### src/rtl/core/rtrs_pkg.sv
// Shared types and constants for the remote trip relay sequencer.
`default_nettype none

package rtrs_pkg;

    localparam int NUM_RELAYS_DEF = 8;
    localparam int TABLE_SLOTS    = 8;
    localparam int SLOT_W         = 3;
    localparam int MAP_W          = 8;
    localparam int PHASE_W        = 3;
    localparam int TIMER_W        = 16;

    localparam logic [1:0] ACT_TICK  = 2'd0;
    localparam logic [1:0] ACT_SCAN  = 2'd1;
    localparam logic [1:0] ACT_WRITE = 2'd2;

    localparam logic [PHASE_W-1:0] PH_IDLE    = 3'd0;
    localparam logic [PHASE_W-1:0] PH_ARMED   = 3'd1;
    localparam logic [PHASE_W-1:0] PH_ALARM   = 3'd2;
    localparam logic [PHASE_W-1:0] PH_PREP    = 3'd3;
    localparam logic [PHASE_W-1:0] PH_TRIPPED = 3'd4;
    localparam logic [PHASE_W-1:0] PH_DONE    = 3'd5;

    localparam logic [TIMER_W-1:0] TRIP_SETTLE_SECONDS = 16'd120;
    localparam logic [TIMER_W-1:0] SECONDS_PER_MINUTE  = 16'd60;

    typedef struct packed {
        logic [1:0]  action;
        logic [2:0]  slot;
        logic [31:0] relay_oad;
        logic [7:0]  alarm_minutes;
        logic [15:0] hold_minutes;
        logic [3:0]  entry_count;
        logic        protect_on;
        logic [7:0]  hold_done_mask;
    } rtrs_item_t;

    typedef struct packed {
        logic [7:0] command_bits;
        logic [7:0] trip_bits;
        logic [7:0] alarm_bits;
        logic [7:0] event_bits;
    } rtrs_result_t;

    typedef struct packed {
        logic              tick;
        logic              write;
        logic              protect;
        logic              respond;
        logic              scan_begin;
        logic              search;
        logic              step;
        logic              finish;
        logic [SLOT_W-1:0] entry;
        logic [SLOT_W-1:0] relay;
    } rtrs_cmd_t;

endpackage

`default_nettype wire

### src/rtl/core/remote_trip_relay_sequencer_top.sv
// Top level of the remote trip relay sequencer.
// A word is taken when start is high and busy is low, and its single result word appears on
// result for one cycle with result_valid high; the receiver cannot stall and must take it then.
// Tick, write, protected scan and spare words never raise busy, and their result appears in the next cycle.
// A normal scan keeps busy high while the controller walks every relay and, for each, all
// eight command table slots one per cycle followed by a step state, and closes with a finish
// state; the result follows in the cycle after that.
`default_nettype none

module remote_trip_relay_sequencer_top
    import rtrs_pkg::*;
#(
    parameter int NUM_RELAYS = NUM_RELAYS_DEF
)
(
    input  wire logic       clk,
    input  wire logic       rst_n,
    input  wire logic       start,
    output logic            busy,
    input  wire rtrs_item_t item,
    output rtrs_result_t    result,
    output logic            result_valid
);

    rtrs_cmd_t cmd;

    rtrs_ctrl #(
        .NUM_RELAYS (NUM_RELAYS)
    ) u_ctrl (
        .clk        (clk),
        .rst_n      (rst_n),
        .start      (start),
        .action     (item.action),
        .protect_on (item.protect_on),
        .busy       (busy),
        .cmd        (cmd)
    );

    rtrs_datapath #(
        .NUM_RELAYS (NUM_RELAYS)
    ) u_datapath (
        .clk          (clk),
        .rst_n        (rst_n),
        .item         (item),
        .cmd          (cmd),
        .result       (result),
        .result_valid (result_valid)
    );

endmodule

`default_nettype wire

### src/rtl/core/rtrs_ctrl.sv
// Controller that sequences each word and walks relays and table entries during a scan.
`default_nettype none

module rtrs_ctrl
    import rtrs_pkg::*;
#(
    parameter int NUM_RELAYS = NUM_RELAYS_DEF
)
(
    input  wire logic       clk,
    input  wire logic       rst_n,
    input  wire logic       start,
    input  wire logic [1:0] action,
    input  wire logic       protect_on,
    output logic            busy,
    output rtrs_cmd_t       cmd
);

    localparam int RIDX_W = (NUM_RELAYS > 1) ? $clog2(NUM_RELAYS) : 1;

    localparam logic [1:0] S_IDLE   = 2'd0;
    localparam logic [1:0] S_SEARCH = 2'd1;
    localparam logic [1:0] S_STEP   = 2'd2;
    localparam logic [1:0] S_FINISH = 2'd3;

    logic [1:0]        state_reg, state_next;
    logic [SLOT_W-1:0] entry_reg, entry_next;
    logic [RIDX_W-1:0] relay_reg, relay_next;

    always_ff @(posedge clk or negedge rst_n)
    begin
        if (!rst_n)
        begin
            state_reg <= S_IDLE;
            entry_reg <= '0;
            relay_reg <= '0;
        end
        else
        begin
            state_reg <= state_next;
            entry_reg <= entry_next;
            relay_reg <= relay_next;
        end
    end

    always_comb
    begin
        state_next = state_reg;
        entry_next = entry_reg;
        relay_next = relay_reg;
        cmd        = '0;
        cmd.entry  = entry_reg;
        cmd.relay  = SLOT_W'(relay_reg);
        busy       = (state_reg != S_IDLE);
        unique case (state_reg)
            S_IDLE:
            begin
                if (start)
                begin
                    priority if (action == ACT_TICK)
                    begin
                        cmd.tick    = 1'b1;
                        cmd.respond = 1'b1;
                    end
                    else if (action == ACT_WRITE)
                    begin
                        cmd.write   = 1'b1;
                        cmd.respond = 1'b1;
                    end
                    else if (action == ACT_SCAN && protect_on)
                    begin
                        cmd.protect = 1'b1;
                        cmd.respond = 1'b1;
                    end
                    else if (action == ACT_SCAN)
                    begin
                        cmd.scan_begin = 1'b1;
                        entry_next     = '0;
                        relay_next     = '0;
                        state_next     = S_SEARCH;
                    end
                    else
                    begin
                        cmd.respond = 1'b1;
                    end
                end
            end
            S_SEARCH:
            begin
                cmd.search = 1'b1;
                entry_next = entry_reg + 1'b1;
                if (entry_reg == SLOT_W'(TABLE_SLOTS - 1))
                begin
                    state_next = S_STEP;
                end
            end
            S_STEP:
            begin
                cmd.step   = 1'b1;
                entry_next = '0;
                if (relay_reg == RIDX_W'(NUM_RELAYS - 1))
                begin
                    state_next = S_FINISH;
                end
                else
                begin
                    relay_next = relay_reg + 1'b1;
                    state_next = S_SEARCH;
                end
            end
            S_FINISH:
            begin
                cmd.finish = 1'b1;
                state_next = S_IDLE;
            end
            default:
            begin
                state_next = S_IDLE;
            end
        endcase
    end

endmodule

`default_nettype wire

### src/rtl/core/rtrs_datapath.sv
// Datapath holding the command table, relay phases, delay timers and status maps.
`default_nettype none

module rtrs_datapath
    import rtrs_pkg::*;
#(
    parameter int NUM_RELAYS = NUM_RELAYS_DEF
)
(
    input  wire logic       clk,
    input  wire logic       rst_n,
    input  wire rtrs_item_t item,
    input  wire rtrs_cmd_t  cmd,
    output rtrs_result_t    result,
    output logic            result_valid
);

    localparam int RIDX_W = (NUM_RELAYS > 1) ? $clog2(NUM_RELAYS) : 1;

    logic [31:0]        oad_reg   [TABLE_SLOTS];
    logic [7:0]         alarm_reg [TABLE_SLOTS];
    logic [15:0]        hold_reg  [TABLE_SLOTS];
    logic [3:0]         total_reg;
    logic [PHASE_W-1:0] phase_reg [NUM_RELAYS];
    logic [TIMER_W-1:0] timer_reg [NUM_RELAYS];
    logic [MAP_W-1:0]   command_map_reg, trip_map_reg, alarm_map_reg;

    logic [MAP_W-1:0]   cmd_acc_reg, event_acc_reg;
    logic [MAP_W-1:0]   hold_mask_reg;
    logic               found_reg;
    logic [7:0]         match_alarm_reg;
    logic               match_hold_nz_reg;
    rtrs_result_t       result_reg;
    logic               result_valid_reg;

    logic [RIDX_W-1:0]  ridx;
    logic [SLOT_W-1:0]  entry_pos;
    logic [SLOT_W-1:0]  relay_pos;
    logic               in_range;
    logic               is_match;
    logic [PHASE_W-1:0] cur_phase;
    logic [TIMER_W-1:0] cur_timer;
    logic [PHASE_W-1:0] step_phase;
    logic               step_load;
    logic [TIMER_W-1:0] step_timer;
    logic               step_event;
    logic [TIMER_W-1:0] alarm_secs;
    logic [MAP_W-1:0]   trp_bits, alm_bits;
    logic [3:0]         count_clamped;

    assign ridx       = cmd.relay[RIDX_W-1:0];
    assign entry_pos  = SLOT_W'(MAP_W - 1) - cmd.entry;
    assign relay_pos  = SLOT_W'(MAP_W - 1) - cmd.relay;
    assign in_range   = {1'b0, cmd.entry} < total_reg;
    assign is_match   = in_range && (oad_reg[cmd.entry][7:0] == 8'(cmd.relay) + 8'd1);
    assign cur_phase  = phase_reg[ridx];
    assign cur_timer  = timer_reg[ridx];
    assign alarm_secs = 16'(match_alarm_reg) * SECONDS_PER_MINUTE;
    assign count_clamped = (item.entry_count > 4'(NUM_RELAYS)) ? 4'(NUM_RELAYS)
                                                                : item.entry_count;

    always_comb
    begin
        step_phase = cur_phase;
        step_load  = 1'b0;
        step_timer = alarm_secs;
        step_event = 1'b0;
        if (!found_reg || (match_hold_nz_reg && hold_mask_reg[ridx]))
        begin
            step_phase = PH_IDLE;
        end
        else
        begin
            unique case (cur_phase)
                PH_IDLE:
                begin
                    step_phase = PH_ARMED;
                end
                PH_ARMED:
                begin
                    if (alarm_secs == '0)
                    begin
                        step_phase = PH_PREP;
                    end
                    else
                    begin
                        step_phase = PH_ALARM;
                        step_load  = 1'b1;
                    end
                end
                PH_ALARM:
                begin
                    if (cur_timer == '0)
                    begin
                        step_phase = PH_PREP;
                    end
                end
                PH_PREP:
                begin
                    step_phase = PH_TRIPPED;
                    step_load  = 1'b1;
                    step_timer = TRIP_SETTLE_SECONDS;
                end
                PH_TRIPPED:
                begin
                    if (cur_timer == '0)
                    begin
                        step_phase = PH_DONE;
                        step_event = 1'b1;
                    end
                end
                PH_DONE:
                begin
                    step_phase = PH_DONE;
                end
                default:
                begin
                    step_phase = PH_IDLE;
                end
            endcase
        end
    end

    always_comb
    begin
        trp_bits = '0;
        alm_bits = '0;
        for (int i = 0; i < NUM_RELAYS; i++)
        begin
            trp_bits[MAP_W-1-i] = (phase_reg[i] >= PH_TRIPPED);
            alm_bits[MAP_W-1-i] = (phase_reg[i] == PH_ALARM);
        end
    end

    always_ff @(posedge clk or negedge rst_n)
    begin
        if (!rst_n)
        begin
            for (int s = 0; s < TABLE_SLOTS; s++)
            begin
                oad_reg[s]   <= '0;
                alarm_reg[s] <= '0;
                hold_reg[s]  <= '0;
            end
            for (int r = 0; r < NUM_RELAYS; r++)
            begin
                phase_reg[r] <= PH_IDLE;
                timer_reg[r] <= '0;
            end
            total_reg        <= '0;
            command_map_reg  <= '0;
            trip_map_reg     <= '0;
            alarm_map_reg    <= '0;
            result_valid_reg <= 1'b0;
        end
        else
        begin
            result_valid_reg <= cmd.respond || cmd.finish;
            if (cmd.write)
            begin
                oad_reg[item.slot]   <= item.relay_oad;
                alarm_reg[item.slot] <= item.alarm_minutes;
                hold_reg[item.slot]  <= item.hold_minutes;
                total_reg            <= count_clamped;
            end
            if (cmd.tick)
            begin
                for (int r = 0; r < NUM_RELAYS; r++)
                begin
                    if (timer_reg[r] != '0)
                    begin
                        timer_reg[r] <= timer_reg[r] - 1'b1;
                    end
                end
            end
            if (cmd.protect)
            begin
                for (int r = 0; r < NUM_RELAYS; r++)
                begin
                    phase_reg[r] <= PH_IDLE;
                end
            end
            if (cmd.step)
            begin
                phase_reg[ridx] <= step_phase;
                if (step_load)
                begin
                    timer_reg[ridx] <= step_timer;
                end
            end
            if (cmd.finish)
            begin
                command_map_reg <= cmd_acc_reg;
                trip_map_reg    <= trp_bits;
                alarm_map_reg   <= alm_bits;
            end
        end
    end

    always_ff @(posedge clk)
    begin
        if (cmd.scan_begin)
        begin
            hold_mask_reg <= item.hold_done_mask;
            cmd_acc_reg   <= '0;
            event_acc_reg <= '0;
            found_reg     <= 1'b0;
        end
        if (cmd.search)
        begin
            if (in_range && oad_reg[cmd.entry] != '0)
            begin
                cmd_acc_reg[entry_pos] <= 1'b1;
            end
            if (!found_reg && is_match)
            begin
                found_reg         <= 1'b1;
                match_alarm_reg   <= alarm_reg[cmd.entry];
                match_hold_nz_reg <= (hold_reg[cmd.entry] != '0);
            end
        end
        if (cmd.step)
        begin
            found_reg <= 1'b0;
            if (step_event)
            begin
                event_acc_reg[relay_pos] <= 1'b1;
            end
        end
        if (cmd.respond)
        begin
            result_reg.command_bits <= command_map_reg;
            result_reg.trip_bits    <= trip_map_reg;
            result_reg.alarm_bits   <= alarm_map_reg;
            result_reg.event_bits   <= '0;
        end
        else if (cmd.finish)
        begin
            result_reg.command_bits <= cmd_acc_reg;
            result_reg.trip_bits    <= trp_bits;
            result_reg.alarm_bits   <= alm_bits;
            result_reg.event_bits   <= event_acc_reg;
        end
    end

    assign result       = result_reg;
    assign result_valid = result_valid_reg;

endmodule

`default_nettype wire

### config.mk
export PLATFORM = sky130hd
export DESIGN_NAME = remote_trip_relay_sequencer_top
export DESIGN_NICKNAME = d
export VERILOG_FILES = /design/src/rtl/core/rtrs_pkg.sv /design/src/rtl/core/remote_trip_relay_sequencer_top.sv /design/src/rtl/core/rtrs_ctrl.sv /design/src/rtl/core/rtrs_datapath.sv
export SDC_FILE = /design/constraint.sdc
export NUM_CORES = 1
export LEC_CHECK = 0
export BUFFER_PORTS_ARGS = -buffer_cell sky130_fd_sc_hd__buf_2
export CAP_MARGIN = 15
export CORE_UTILIZATION = 44
export DETAILED_ROUTE_END_ITERATION = 10
export PLACE_DENSITY = 0.63
export SLEW_MARGIN = 20
export SYNTH_ARGS = -nofsm -noshare
export SYNTH_HDL_FRONTEND = slang
export SYNTH_SLANG_ARGS = --single-unit
### constraint.sdc
create_clock -name clk -period 5.2 [get_ports clk]
set_input_delay 0.78 -clock clk [delete_from_list [all_inputs] [get_ports clk]]
set_output_delay 0.78 -clock clk [all_outputs]
set_load 0.02 [all_outputs]
======== Yosys cells after proc, flatten, opt, wreduce, memory -nomap -nowiden ========
Cells that the tools add are included.
storage, ports and cells
  output and inout port bits .............. 34
  input port bits ......................... 77
  register bits ........................... 703
  word-level logic and storage cells ...... 268
operators by class
  $mul .................................... 1
  reductions and logical operators ........ 35
  add/sub/neg operators ................... 13
  muxes and demuxes ....................... 108
  bitwise gates (word level) .............. 5
  order comparisons ....................... 20
  equal/unequal tests ..................... 28
operators by type and width
  kind                                                                   count
  128-bit two-way mux                                                    3
  128-bit bitwise mux                                                    2
  256-bit bitwise mux                                                    1
  16-bit two-way mux                                                     15
  32-bit two-way mux                                                     5
  16-bit nonzero test                                                    9
  16-bit by 1-bit subtractor with 16-bit output (second input constant)  8
  16-bit binary-select mux with 3-bit select                             2
  32-bit binary-select mux with 3-bit select                             1
  16-bit demux with 3-bit select                                         2
  32-bit demux with 3-bit select                                         1
  8-bit two-way mux                                                      9
  64-bit bitwise mux                                                     1
  24-bit two-way mux                                                     2
  3-bit two-way mux                                                      12
  16-bit zero test                                                       2
  32-bit nonzero test                                                    1
  3-bit by 2-bit == test with 1-bit output (second input constant)       10
  1-bit two-way mux                                                      27
  8-bit binary-select mux with 3-bit select                              1
  24-bit bitwise mux                                                     1
  8-bit demux with 3-bit select                                          1
  3-bit >= comparator (second input constant)                            8
  3-bit case mux with 6 select lines                                     1
  other kinds (41)                                                       85

======== Logic depth before layout (Yosys ltp) ========
  word-level depth ........................ 11
  mapped depth ............................ 14
  depth with buffers taken out ............ 12

======== Modules after synthesis ========
Synthesis repeated with hierarchy kept, for this count alone.
second synthesis, totals
  cell total of the unflattened synthesis .. 2484
  area total of the unflattened synthesis .. 31674.1 µm²
by module, submodules not included
  module         area an instance (µm²)  cells an instance  times used
  rtrs_datapath  31134.9                 2435               1
  rtrs_ctrl      539.3                   49                 1

======== Worst setup path after synthesis ========
Ideal clock, no wire load.
  path type ............................... reg-to-reg
  start ................................... register u_datapath.match_alarm_reg[0]
  end ..................................... register u_datapath.timer_reg[100] in the netlist's numbering
  path buffers ............................ 2
  cell stages (with the launch flop) ...... 13
  library setup time ...................... 130 ps
  clock period less this slack ............ 3984 ps
  path slack .............................. 1216 ps
  data arrival time ....................... 3854 ps
  cells stage by stage .................... edfxtp_1 > fa_1 > fa_1 > fa_1 > a21oi_2 > o2111ai_2 > o31a_1 > xor2_2 > or4_1 > buf_6 > buf_6 > nor3_1 > nor3_1
between the ends
  word-level cells in the longest chain between the ends .. 7
  elaborated cells between the ends (all ways) .. 10
RTL lines
  element                                           RTL line              RTL
  from (decl)                                       rtrs_datapath.sv:31   logic [7:0] match_alarm_reg;
  from (signal assigned)                            rtrs_datapath.sv:218  match_alarm_reg <= alarm_reg[cmd.entry];
  8-bit by 4-bit multiplier with 12-bit output (*)  rtrs_datapath.sv:58   assign alarm_secs = 16'(match_alarm_reg) * SECONDS_PER_MINUTE;
  16-bit zero test                                  rtrs_datapath.sv:81   if (alarm_secs == '0)
  1-bit two-way mux                                 rtrs_datapath.sv:81
  1-bit case mux with 2 select lines                rtrs_datapath.sv:74   unique case (cur_phase)
  1-bit two-way mux                                 rtrs_datapath.sv:68   if (!found_reg || (match_hold_nz_reg && hold_mask_reg[ridx]))
  128-bit two-way mux (*)                           rtrs_datapath.sv:186  if (step_load)
  128-bit two-way mux (*)                           rtrs_datapath.sv:183  if (cmd.step)
  to (signal, indexed assignment)                   rtrs_datapath.sv:172  timer_reg[r] <= timer_reg[r] - 1'b1;
  to (signal, indexed assignment)                   rtrs_datapath.sv:188  timer_reg[ridx] <= step_timer;
  to (decl)                                         rtrs_datapath.sv:25   logic [TIMER_W-1:0] timer_reg [NUM_RELAYS];
Every way passes the cells marked *; elsewhere a longest branch is shown, timed or not.
A chain may end at the register's enable or synchronous reset.

======== Worst setup path in the final report ========
  start ................................... register u_datapath.match_alarm_reg[0]
  end ..................................... register u_datapath.timer_reg[59] in the netlist's numbering
The elaborated chain is that of the path after synthesis.

==> impl_metrics.json <==
{
  "core_sq_um": 72830,
  "antenna_found_initial": 11,
  "r2r_start": "u_datapath.match_alarm_reg[0]$_DFFE_PP_",
  "rsz0062_at_grt": "no",
  "syn_to_final_growth_pct": 13.19,
  "tightest_slew_ns": 1.052,
  "finalWorstSetupSlack_ns": 0.3548,
  "synth.area.top_cells": "dfrtp_1, mux2_2, edfxtp_1, nand2_1, nor4_1",
  "io_buffers": 110,
  "via_per_inst": 5.827,
  "finalMaxSlewViolations": 0,
  "nets": 2910,
  "hold_path.class": "input pin to async pin",
  "slew_headroom_pct": 29.61,
  "placed_cell_area_sq_um": 34060,
  "clk_pin_slew_ns": 0.06,
  "ys_warn_count": 0,
  "post-route-period-util_pct": 93.18,
  "finish.instance_area_sq_um": 36610,
  "synth_ff_type": "dfrtp_1",
  "grt_max_degree": 134,
  "synthCells": 2670,
  "drv_cap": 0,
  "cts_max_level": 3,
  "reg2reg_depth": 10,
  "place.gp.congestion": 0.9120,
  "multi_input_area_sq_um": 14060,
  "grt_use_total_pct": 22.53,
  "drc": 0,
  "arrival_ns": 5.30,
  "power_leakage_uw": 0.01716,
  "numCtsBuffers": 77,
  "drt_iter0_markers": 1567,
  "num-fill-cells": 6353,
  "drive_gt1_share_pct": 28.75,
  "synth_edf_count": 41,
  "dp_slack_ns": 0.3989,
  "crit_path_end_kind": "flop",
  "dp_cells": 3669,
  "r2r_setup_slack_ns": 0.35,
  "cts_setup_buffers": 0,
  "regArea_sq_um": 17670,
  "fin_setup_tns_ns": 0,
  "cts.repair.resized": 0,
  "gr-total-overflow": 0,
  "dr_total_vias": 22200,
  "seq_area_frac_synth_pct": 54.63,
  "numClockSinks": 703,
  "yosys.cell_types.count": 96,
  "die_h_um": 273.1,
  "die_w_um": 273.1,
  "grt_pass1_vias": 23100,
  "hpwl_um": 56210,
  "synth_top_area_share_pct": 49.28,
  "clock.fmax_ghz": 0.2064,
  "cp.required_ns": 5.66,
  "die-area_sq_um": 74610,
  "power.density_nw_per_um2": 310.5,
  "critical_path_class": "flop to flop",
  "largest_register_ffs": 256,
  "netlist.top_cell.by_area": "dfrtp_1",
  "finalPower_uw": 11370,
  "fin_skew_ns": 0.02930,
  "synth_area_sq_um": 32350,
  "crit_path_start_kind": "flop",
  "rows": 99,
  "worst-path-max-fanout": 11,
  "fin_crit_ns": 4.845,
  "insertion_delay_ns": 0.63,
  "wl_per_cell_um": 21.77,
  "synth_async_sr_flop_share_pct": 90.61,
  "routed_wl_um": 82940,
  "start_util_pct": 44.41,
  "synth_nets": 2791,
  "run_status": "complete, no violations",
  "final_hold_viol_count": 0,
  "setup_viol": 0,
  "drtPass1Iterations": 5,
  "final_cells": 3809,
  "syn_area_per_cell_sq_um": 12.12,
  "tritoncts": "built",
  "vdd_drop_max_v": 0.0002536,
  "ys_ff_latch": 703,
  "r2r-end": "u_datapath.timer_reg[59]$_DFF_PN0_",
  "grt_pass1_wl_um": 132000,
  "io_pins": 111,
  "ctsHoldBuffers": 0,
  "root_buffer": "clkbuf_16",
  "ant_nets": 0,
  "cts_max_path_buffers": 3
}
final cells by class:
class | instances | share of cell area [%]
Clock inverter | 37 | 1.138
Inverter | 41 | 0.4203
Sequential cell | 703 | 48.27
Clock buffer | 102 | 5.823
Antenna cell | 1 | 0.006835
Multi-Input combinational cell | 1810 | 38.41
Tap cell | 959 | 3.277
Timing Repair Buffer | 156 | 2.655
cell usage after synthesis (7+ instances only):
master	count
dfrtp_1	637
mux2_2	463
nand2_1	259
nor2_1	167
nor4_1	111
nand3_1	81
clkbuf_1	72
xnor2_1	66
nor3_1	65
xor2_1	53
o21ai_0	44
edfxtp_1	41
o22ai_1	40
inv_1	38
nand4_1	37
ha_1	31
buf_2	27
a21oi_1	25
dfxtp_1	25
o211ai_1	23
a22o_1	22
a21o_1	20
mux4_2	19
or4_1	19
a22oi_1	16
a221oi_1	14
nor4b_1	14
or3_1	14
fa_1	13
nor2b_1	12
a211oi_1	10
and2_1	10
buf_1	9
nand3b_1	9
a32o_1	8
mux2i_1	8
nand2b_1	8
o21ai_1	8
a2bb2oi_1	7
and3_1	7
nor3b_1	7
o2111ai_1	7
layer usage:
metal  vias to the layer above  track usage, %  part of all wire, %
met2                       562           37.91                   49
met1                     11430           29.61                   43
met4                        16           7.042                  2.7
met3                       168           3.866                  5.1
met5                         -               0                 0.13
li1                      10020               -                    -
worst max-delay path, stage by stage, from the launching register on:
cell and delay [ns]:
edfxtp_1 0.58, fa_1 0.65, fa_1 0.47, fa_1 0.47, a21oi_2 0.18, o2111ai_2 0.19, o31a_1 0.33, xor2_2 0.54
nor4_4 0.23, a21oi_1 0.84, o22ai_1 0.20
cells in the final DEF, fill, tap and decap left out, drive strengths merged, types with 25 or more instances in the layout:
master / synthesis / routed
a21oi: 33 / 33
buf: 43 / 156
clkbuf: 73 / 102
clkinv: 2 / 27
dfrtp: 637 / 637
dfxtp: 25 / 25
edfxtp: 41 / 41
ha: 31 / 31
inv: 39 / 43
mux2: 466 / 466
nand2: 262 / 262
nand3: 81 / 81
nand4: 38 / 38
nor2: 169 / 169
nor3: 66 / 66
nor4: 115 / 115
o21ai: 52 / 52
o22ai: 40 / 40
xnor2: 67 / 67
xor2: 56 / 56
report_power, final:
part	total (uW)	internal, uW	switching (uW)
combinational	305	86.2	219
clock	5480	3210	2270
sequential	5590	5560	29.0
cells by family after synthesis:
logic type | count (synthesis) | share of synthesized area, %
mux | 493 | 17.82
compound gates | 297 | 6.812
buf+inv | 157 | 2.035
fa+ha+maj | 44 | 2.004
xor+xnor | 123 | 3.423
flops | 703 | 54.63
simple gates | 853 | 13.28
through the flow:
step | hold slack (ns) | util (%)
2_1_floorplan | 0.4249 | -
3_3_place_gp | 0.4419 | 46.75
3_5_place_dp | 0.4435 | 46.77
4_1_cts | 0.2327 | 50.26
5_1_grt | 0.2668 | 50.26
6_report | 0.1851 | 50.27
worst max path at each step:
stage                                                  startpoint                             endpoint  slack [ns]
after floorplan           u_datapath.match_alarm_reg[0]$_DFFE_PP_  u_datapath.timer_reg[100]$_DFF_PN0_        1.22
after global placement    u_datapath.match_alarm_reg[0]$_DFFE_PP_    u_datapath.timer_reg[3]$_DFF_PN0_        0.46
after detailed placement  u_datapath.match_alarm_reg[0]$_DFFE_PP_   u_datapath.timer_reg[59]$_DFF_PN0_        0.40
after CTS                 u_datapath.match_alarm_reg[0]$_DFFE_PP_   u_datapath.timer_reg[59]$_DFF_PN0_        0.42
after global routing      u_datapath.match_alarm_reg[0]$_DFFE_PP_   u_datapath.timer_reg[50]$_DFF_PN0_        0.16
final                     u_datapath.match_alarm_reg[0]$_DFFE_PP_   u_datapath.timer_reg[59]$_DFF_PN0_        0.35
(Power assumes the default switching activity.)
